## src/rtl/bgm_pkg.sv

```systemverilog
// shared types and constants for the greedy bipartite matching core
// no dependencies
`default_nettype none

package bgm_pkg;

  localparam int MAX_A = 64;
  localparam int MAX_B = 64;

  // vertex numbers are 1-based and carry one bit more than a row index
  localparam int VTX_W = 7;
  localparam int ROW_W = $clog2(MAX_A);
  localparam int COL_W = $clog2(MAX_B);
  localparam int GRP_W = 3;
  localparam int GRP_N = 1 << GRP_W;
  localparam int SUB_W = COL_W - GRP_W;
  localparam int SUB_N = 1 << SUB_W;

  localparam logic [VTX_W-1:0] MAX_A_V = VTX_W'(MAX_A);
  localparam logic [VTX_W-1:0] MAX_B_V = VTX_W'(MAX_B);

  localparam int CMD_W  = 2;
  localparam int STAT_W = 2;
  localparam int CFG_IDX_W = 1;

  localparam logic [CMD_W-1:0] CMD_ADD  = 2'd0;
  localparam logic [CMD_W-1:0] CMD_DEL  = 2'd1;
  localparam logic [CMD_W-1:0] CMD_RUN  = 2'd2;
  localparam logic [CMD_W-1:0] CMD_NONE = 2'd3;

  localparam logic [STAT_W-1:0] ST_OK      = 2'd0;
  localparam logic [STAT_W-1:0] ST_INVALID = 2'd1;
  localparam logic [STAT_W-1:0] ST_PAIR    = 2'd2;
  localparam logic [STAT_W-1:0] ST_EMPTY   = 2'd3;

  localparam logic [CFG_IDX_W-1:0] REG_COUNT_A = 1'b0;
  localparam logic [CFG_IDX_W-1:0] REG_COUNT_B = 1'b1;

  // request into the adjacency store
  typedef struct packed {
    logic             rd_en;
    logic             wr_en;
    logic [ROW_W-1:0] addr;
    logic [MAX_B-1:0] wdata;
  } adj_req_t;

endpackage

`default_nettype wire

```

## src/rtl/bipartite_greedy_matching_core.sv

```systemverilog
// edge update: a store read state, then a store write state that registers the result once the
// output is free (an invalid vertex skips the read); input stalled until back in idle; cmd 3 is
// absorbed with no result. run: per side A row walked, one adjacency store read state and one
// search state, then a closing state for the last result; the walk may wait while the result
// channel stalls
// synchronous active-low reset: adjacency row valid bits cleared, sizes back to 64
`default_nettype none

module bipartite_greedy_matching_core
  import bgm_pkg::*;
(
  input  wire logic                 clk,
  input  wire logic                 rst_n,
  // input channel
  input  wire logic                 in_valid,
  output logic                      in_stall,
  input  wire logic [CMD_W-1:0]     in_cmd,
  input  wire logic [VTX_W-1:0]     in_vertex_a,
  input  wire logic [VTX_W-1:0]     in_vertex_b,
  // result channel
  output logic                      out_valid,
  input  wire logic                 out_stall,
  output logic      [STAT_W-1:0]    out_status,
  output logic      [VTX_W-1:0]     out_pair_a,
  output logic      [VTX_W-1:0]     out_pair_b,
  output logic                      out_last,
  // configuration write channel
  input  wire logic                 cfg_valid,
  output logic                      cfg_ready,
  input  wire logic [CFG_IDX_W-1:0] cfg_index,
  input  wire logic [VTX_W-1:0]     cfg_wdata
);

  // one-hot sequencer states
  typedef enum logic [5:0] {
    S_IDLE     = 6'b000001,
    S_EDGE_RD  = 6'b000010,
    S_EDGE_WR  = 6'b000100,
    S_RUN_RD   = 6'b001000,
    S_RUN_EVAL = 6'b010000,
    S_RUN_END  = 6'b100000
  } state_t;

  state_t state_r, state_nxt;

  // size registers and the effective sizes saturated to the array bounds
  logic [VTX_W-1:0] count_a_r, count_b_r;
  logic [VTX_W-1:0] na, nb;

  // latched edge transaction
  logic [CMD_W-1:0] cmd_r;
  logic [VTX_W-1:0] va_r, vb_r;
  logic             inval_r, inval_nxt;

  // run state: row cursor, free side B mask, pending pair held back for the last mark
  logic [VTX_W-1:0] row_r, row_nxt;
  logic [MAX_B-1:0] free_r, free_nxt;
  logic             pend_vld_r, pend_vld_nxt;
  logic [VTX_W-1:0] pend_a_r, pend_a_nxt;
  logic [VTX_W-1:0] pend_b_r, pend_b_nxt;

  // output register
  logic              out_valid_r;
  logic [STAT_W-1:0] out_status_r, out_status_nxt;
  logic [VTX_W-1:0]  out_pair_a_r, out_pair_a_nxt;
  logic [VTX_W-1:0]  out_pair_b_r, out_pair_b_nxt;
  logic              out_last_r, out_last_nxt;
  logic              out_load;
  logic              slot_free;

  logic             in_acc;
  logic             in_ok;
  logic [MAX_B-1:0] init_mask;
  logic [VTX_W-1:0] va_m1, vb_m1;
  logic [MAX_B-1:0] edge_bit;
  logic [MAX_B-1:0] cand;
  logic             cand_found;
  logic [COL_W-1:0] cand_idx;
  logic [MAX_B-1:0] cand_bit;
  logic [VTX_W-1:0] row_inc;

  adj_req_t         adj_req;
  logic [MAX_B-1:0] adj_rdata;

  bgm_adj_ram u_adj (
    .clk   (clk),
    .rst_n (rst_n),
    .req   (adj_req),
    .rdata (adj_rdata)
  );

  // shared search unit, used once per walked row
  bgm_low_bit u_find (
    .vec   (cand),
    .found (cand_found),
    .idx   (cand_idx)
  );

  assign na = (count_a_r > MAX_A_V) ? MAX_A_V : count_a_r;
  assign nb = (count_b_r > MAX_B_V) ? MAX_B_V : count_b_r;

  assign in_stall  = (state_r != S_IDLE);
  assign in_acc    = in_valid && !in_stall;
  // a size write never lands in the same cycle as an input transaction
  assign cfg_ready = (state_r == S_IDLE) && !in_valid;
  assign slot_free = !out_valid_r || !out_stall;

  // both vertex numbers in 1..size
  assign in_ok = (in_vertex_a != '0) && (in_vertex_a <= na) &&
                 (in_vertex_b != '0) && (in_vertex_b <= nb);

  // in-use side B vertices are free at the start of a run
  always_comb begin
    for (int i = 0; i < MAX_B; i++) begin
      init_mask[i] = (nb > VTX_W'(i));
    end
  end

  assign va_m1    = va_r - VTX_W'(1);
  assign vb_m1    = vb_r - VTX_W'(1);
  assign edge_bit = MAX_B'(1) << vb_m1[COL_W-1:0];

  assign cand     = adj_rdata & free_r;
  assign cand_bit = MAX_B'(1) << cand_idx;
  assign row_inc  = row_r + VTX_W'(1);

  // sequencer
  always_comb begin
    state_nxt      = state_r;
    inval_nxt      = inval_r;
    row_nxt        = row_r;
    free_nxt       = free_r;
    pend_vld_nxt   = pend_vld_r;
    pend_a_nxt     = pend_a_r;
    pend_b_nxt     = pend_b_r;
    out_load       = 1'b0;
    out_status_nxt = ST_OK;
    out_pair_a_nxt = '0;
    out_pair_b_nxt = '0;
    out_last_nxt   = 1'b1;
    adj_req        = '0;

    unique case (state_r)
      S_IDLE: begin
        if (in_acc) begin
          case (in_cmd) inside
            CMD_ADD, CMD_DEL: begin
              inval_nxt = !in_ok;
              // an invalid vertex skips the store read
              state_nxt = in_ok ? S_EDGE_RD : S_EDGE_WR;
            end
            CMD_RUN: begin
              free_nxt     = init_mask;
              row_nxt      = '0;
              pend_vld_nxt = 1'b0;
              state_nxt    = (na == '0) ? S_RUN_END : S_RUN_RD;
            end
            default: begin
              state_nxt = S_IDLE;
            end
          endcase
        end
      end

      S_EDGE_RD: begin
        adj_req.rd_en = 1'b1;
        adj_req.addr  = va_m1[ROW_W-1:0];
        state_nxt     = S_EDGE_WR;
      end

      S_EDGE_WR: begin
        adj_req.addr  = va_m1[ROW_W-1:0];
        adj_req.wdata = (cmd_r == CMD_ADD) ? (adj_rdata | edge_bit) : (adj_rdata & ~edge_bit);
        if (slot_free) begin
          adj_req.wr_en  = !inval_r;
          out_load       = 1'b1;
          out_status_nxt = inval_r ? ST_INVALID : ST_OK;
          state_nxt      = S_IDLE;
        end
      end

      S_RUN_RD: begin
        adj_req.rd_en = 1'b1;
        adj_req.addr  = row_r[ROW_W-1:0];
        state_nxt     = S_RUN_EVAL;
      end

      S_RUN_EVAL: begin
        // a new pair pushes the held one out, wait if the output is still full
        if (!(cand_found && pend_vld_r && !slot_free)) begin
          if (cand_found) begin
            free_nxt     = free_r & ~cand_bit;
            pend_vld_nxt = 1'b1;
            pend_a_nxt   = row_inc;
            pend_b_nxt   = VTX_W'(cand_idx) + VTX_W'(1);
            if (pend_vld_r) begin
              out_load       = 1'b1;
              out_status_nxt = ST_PAIR;
              out_pair_a_nxt = pend_a_r;
              out_pair_b_nxt = pend_b_r;
              out_last_nxt   = 1'b0;
            end
          end
          row_nxt   = row_inc;
          state_nxt = (row_inc == na) ? S_RUN_END : S_RUN_RD;
        end
      end

      S_RUN_END: begin
        if (slot_free) begin
          out_load = 1'b1;
          if (pend_vld_r) begin
            out_status_nxt = ST_PAIR;
            out_pair_a_nxt = pend_a_r;
            out_pair_b_nxt = pend_b_r;
          end else begin
            out_status_nxt = ST_EMPTY;
          end
          state_nxt = S_IDLE;
        end
      end

      default: begin
        state_nxt = S_IDLE;
      end
    endcase
  end

  // control registers
  always_ff @(posedge clk) begin
    if (!rst_n) begin
      state_r     <= S_IDLE;
      out_valid_r <= 1'b0;
      pend_vld_r  <= 1'b0;
      row_r       <= '0;
      free_r      <= '0;
      count_a_r   <= MAX_A_V;
      count_b_r   <= MAX_B_V;
    end else begin
      state_r    <= state_nxt;
      pend_vld_r <= pend_vld_nxt;
      row_r      <= row_nxt;
      free_r     <= free_nxt;
      if (out_load) begin
        out_valid_r <= 1'b1;
      end else if (!out_stall) begin
        out_valid_r <= 1'b0;
      end
      if (cfg_valid && cfg_ready) begin
        unique case (cfg_index)
          REG_COUNT_A: count_a_r <= cfg_wdata;
          REG_COUNT_B: count_b_r <= cfg_wdata;
          default:     count_a_r <= count_a_r;
        endcase
      end
    end
  end

  // payload registers
  always_ff @(posedge clk) begin
    if (in_acc) begin
      cmd_r <= in_cmd;
      va_r  <= in_vertex_a;
      vb_r  <= in_vertex_b;
    end
    inval_r  <= inval_nxt;
    pend_a_r <= pend_a_nxt;
    pend_b_r <= pend_b_nxt;
    if (out_load) begin
      out_status_r <= out_status_nxt;
      out_pair_a_r <= out_pair_a_nxt;
      out_pair_b_r <= out_pair_b_nxt;
      out_last_r   <= out_last_nxt;
    end
  end

  assign out_valid  = out_valid_r;
  assign out_status = out_status_r;
  assign out_pair_a = out_pair_a_r;
  assign out_pair_b = out_pair_b_r;
  assign out_last   = out_last_r;

endmodule

`default_nettype wire

```

## src/rtl/bgm_adj_ram.sv

```systemverilog
// adjacency store: one row per side A vertex, one read or write port
// depends on bgm_pkg
`default_nettype none

module bgm_adj_ram
  import bgm_pkg::*;
(
  input  wire logic             clk,
  input  wire logic             rst_n,
  input  wire adj_req_t         req,
  output logic      [MAX_B-1:0] rdata
);

  logic [MAX_B-1:0] mem [MAX_A];
  logic [MAX_A-1:0] vld_r;
  logic [MAX_B-1:0] rdata_r;

  // row valid bits, a row never written reads as zero
  always_ff @(posedge clk) begin
    if (!rst_n) begin
      vld_r <= '0;
    end else if (req.wr_en) begin
      vld_r[req.addr] <= 1'b1;
    end
  end

  always_ff @(posedge clk) begin
    if (req.wr_en) begin
      mem[req.addr] <= req.wdata;
    end
    if (req.rd_en) begin
      rdata_r <= vld_r[req.addr] ? mem[req.addr] : '0;
    end
  end

  assign rdata = rdata_r;

endmodule

`default_nettype wire

```

## src/rtl/bgm_low_bit.sv

```systemverilog
// lowest set bit search over one candidate row, two 8-way levels
// depends on bgm_pkg
`default_nettype none

module bgm_low_bit
  import bgm_pkg::*;
(
  input  wire logic [MAX_B-1:0] vec,
  output logic                  found,
  output logic      [COL_W-1:0] idx
);

  logic [GRP_N-1:0] grp_any;
  logic [GRP_W-1:0] grp_sel;
  logic [SUB_N-1:0] sub_vec;
  logic [SUB_W-1:0] sub_sel;

  always_comb begin
    for (int g = 0; g < GRP_N; g++) begin
      grp_any[g] = |vec[g*SUB_N +: SUB_N];
    end
  end

  always_comb begin
    grp_sel = '0;
    for (int g = GRP_N - 1; g >= 0; g--) begin
      if (grp_any[g]) begin
        grp_sel = GRP_W'(g);
      end
    end
  end

  assign sub_vec = vec[grp_sel*SUB_N +: SUB_N];

  always_comb begin
    sub_sel = '0;
    for (int s = SUB_N - 1; s >= 0; s--) begin
      if (sub_vec[s]) begin
        sub_sel = SUB_W'(s);
      end
    end
  end

  assign found = |grp_any;
  assign idx   = {grp_sel, sub_sel};

endmodule

`default_nettype wire

```

## config.mk

```make
export PLATFORM = sky130hd
export DESIGN_NAME = bipartite_greedy_matching_core
export DESIGN_NICKNAME = d
export VERILOG_FILES = /design/src/rtl/bgm_pkg.sv /design/src/rtl/bipartite_greedy_matching_core.sv /design/src/rtl/bgm_adj_ram.sv /design/src/rtl/bgm_low_bit.sv
export SDC_FILE = /design/constraint.sdc
export NUM_CORES = 2
export LEC_CHECK = 0
export BUFFER_PORTS_ARGS = -buffer_cell sky130_fd_sc_hd__buf_4
export CORE_ASPECT_RATIO = 1.1
export CORE_MARGIN = 2
export CORE_UTILIZATION = 25
export DETAILED_ROUTE_END_ITERATION = 10
export MAX_ROUTING_LAYER = met4
export PLACE_DENSITY = 0.44
export SLEW_MARGIN = 40
export SYNTH_ARGS = -nofsm -noshare
export SYNTH_HDL_FRONTEND = slang
export SYNTH_SLANG_ARGS = --single-unit
```

## constraint.sdc

```tcl
create_clock -name clk -period 6.2 [get_ports clk]
set_clock_uncertainty 0.05 [all_clocks]
set_input_delay 0.62 -clock clk [delete_from_list [all_inputs] [get_ports clk]]
set_output_delay 0.62 -clock clk [all_outputs]
set_load 0.02 [all_outputs]
```

==> metrics.cfg <==
[status]
status=completed

[final_layout]
area_growth_syn_to_layout_pct=17.2
layout_commonest_cell=nand2_1
final_cell_mix=4336 x nand2_1, 4206 x edfxtp_1, 2133 x nand3_1, 442 x clkbuf_16, 382 x a21oi_1
nFillCells=70700
fin_nets=14300
layout-drive-gt1-share_pct=9.38
multiInputGateArea_mm2=0.0437
seqCellArea_mm2=0.129

[cts]
clock-sinks=4363
root_buffer=clkbuf_16
htreeDepth=5
path_clk_slew_ns=0.06
clockBufferDepth=4
post-cts-setup-buffers=0
cts_buffers=437
clk_latency_ns=1.06
cts_tree=done

[sta]
hold_viol=0
fin_tns_setup_ns=0
tightest_slew_ns=0.975
relSlewSlack_pct=35.0
setup_violations=0
setup_ws_ns=0.806
fin_crit_sh_pct=87.0
period_minus_slack_ns=5.39
report.final.slew_viol_count=0
clock.fmax_mhz=185
rsz0062_at_grt=false

[pwr]
clkPwrFrac_pct=40.7
pwr-share-seq_pct=50.3
power_density_mw_per_mm2=314
power.leakage_nw=69.1
p_int_w=0.0483
switchingPower_w=0.0163
swShare_pct=25.3
vdd_drop_max_uv=288
p_comb_share_pct=9.0

[logic_synthesis]
syn_nets=14200
synth_top_cell_area_share_pct=72.0
ys.flop_type=edfxtp_1
syn_area_mm2=0.175
synth_cells=14200
synth_adder_area_share_pct=0.157
synthTopCellsByArea=edfxtp_1 72%, nand2_1 9.3%, nand3_1 6.1%, dfxtp_1 1.8%, clkbuf_1 1.6%
synth_seq_cells=4363
synth.distinct_cells=85
muxShareOfSynthArea_pct=0.188
syn_area_per_cell_um2=12.4
synthSimpleGateAreaFrac_pct=18.0
ys_seq_area_share_pct=73.8
yosysTopAreaCell=edfxtp_1
synth-xor-area-share_pct=0.105
synth_top_family_by_area=simple AND/OR/NAND/NOR gates
synth_edf_count=4206
yosysWarnings=0
async_flop_share_pct=0
synth-compound-area-share_pct=5.53

[critical_path]
worstSetupStartpointType=flop
cp_slowest_cell=a31oi_2
critPathArrivalTime_ns=6.08
end_kind=flop
critical_path.top_delay_family=compound AO/OA/AOI/OAI gates
worstPathRequired_ns=6.89
crit_buf_inv=2
startpoint=state_r[5]
cp_max_fo=143
worst_r2r_startpoint=state_r[5]
path_cells=nor4_2, o21ai_1, o21ai_4, buf_12, buf_12, nand2_1, and3_1, a311oi_1, a31oi_1, o22a_1, a31oi_2
cp_common_cell=buf_12
worst_path_largest_cell_delay_ns=0.71
crit_type=reg -> reg

[global_route]
antenna_found_initial=31
grt_pass1_vias=113000
overflow=0
grt_max_degree=151
grt_pass1_wl_um=955000
grt.total_usage_pct=19.5

[min_path]
min_from=in_vertex_a[6]
hold_class=in -> reg

[floorplanning]
dieArea_mm2=0.709
rows=322
die_y_um=883
dieWidth_um=803
ios=49
coreArea_mm2=0.699
start_util_pct=25.1

[drt]
drc=0
via_count=120000
wl_met3_um=44200
drt-wirelength-per-cell_um=29.3
drtIter0Drc=15000
top_layer=met4
drtAntennaViolNets=0
wl_met2_um=331000
vias_per_cell=5.04
drtPass1Iterations=8
wl_um=698000
wl_met1_um=299000

[placement]
port-buffer-count=48
hpwl_um=361000
dp_slack_ns=0.917
gp_congestion=0.982

[flow_run]
maxCapViolCount=0

[worst reg2reg max path, delay by kind of cell (launching register included)]
kind	cells	cell delay, ns
and+or+nand+nor	3	1.13
AOI/OAI and AO/OA	6	2.45
DFF	1	0.36
buffers and inverters	2	1.10
[layout make-up]
class / instances / share of cell area, %
repair buffers: 573 / 3.46
clock buffers: 555 / 5.59
well taps: 9234 / 5.62
flip-flops and latches: 4363 / 62.9
inverters: 27 / 0.0517
clock inverters: 250 / 1.08
diodes: 13 / 0.0158
multi-input cells: 8813 / 21.2
[routing by layer]
| metal | up-vias | global-route usage, % |
|---|---|---|
| met5 | - | - |
| met4 | 0 | 5.95 |
| met3 | 996 | 2.07 |
| met2 | 4768 | 31.4 |
| met1 | 62600 | 25.9 |
| li1 | 51900 | - |
[sequential cells by signal, summed over array words and instances, names as in the netlist, 2 cells and up]
register / count
u_adj.rdata: 64
out_pair_a: 7
pend_a_r: 7
u_adj.mem: 4096
cmd_r: 2
row_r: 7
count_b_r: 7
pend_b_r: 7
free_r: 64
out_pair_b: 7
u_adj.vld_r: 64
va_r: 6
state_r: 6
out_status: 2
count_a_r: 7
vb_r: 6
[worst paths after layout]
path                endpoint  slack, ns  cells after the start
max          u_adj.rdata[33]       0.81                     11
max reg2reg  u_adj.rdata[33]       0.81                     11
min               state_r[1]        0.1                      5
min reg2reg  u_adj.vld_r[26]       0.42                      2
[logic make-up (layout without fill, tap and decap cells)]
| group | after synthesis | in the layout |
|---|---|---|
| compound gates | 1414 | 1414 |
| xor+xnor | 21 | 21 |
| fa+ha+maj | 22 | 22 |
| buf+inv | 1002 | 1405 |
| flops | 4363 | 4363 |
| mux | 33 | 33 |
| other cells | 0 | 13 |
| simple gates | 7323 | 7323 |
[power groups by stage]
stage / Combinational, W / Sequential [W] / Clock (W)
6_report: 0.00583 / 0.0325 / 0.0263
5_1_grt: 0.00614 / 0.0325 / 0.0277
4_1_cts: 0.00572 / 0.0325 / 0.0267
3_5_place_dp: 0.00569 / 0.0331 / 0
3_3_place_gp: 0.00565 / 0.0331 / 0
2_1_floorplan: 0.00334 / 0.0331 / 0
[synth_stat cells, types with 25 or more instances]
master,instances
nor3_1,29
edfxtp_1,4206
nand3_1,2133
a31oi_1,341
o21ai_0,63
nand2_1,4341
a311oi_1,286
a211oi_1,52
and3_1,268
buf_1,90
dfxtp_1,157
buf_2,139
nor2_1,333
a21oi_1,408
inv_1,25
mux2i_1,33
and2_1,38
clkbuf_1,740
o22a_1,128
nor4_1,79
[per-stage QoR]
stage	instance area (µm²)	instances	util, %	hold slack (ns)	power [W]
final	206000	23800	29.4	0.0986	0.0646
after global routing	206000	23800	29.4	0.0908	0.0663
after detailed placement	192000	23000	27.4	0.407	0.0388
after global placement	191000	22900	27.3	0.396	0.0388
after CTS	206000	23800	29.4	0.00834	0.0649
after floorplan	175000	14200	-	0.382	0.0365
[repair_timing]
action,CTS,global route
gates resized for setup,0,0
hold buffers,26,0
endpoints found under the hold margin,50,0
Power figures use the tool's default switching activity.
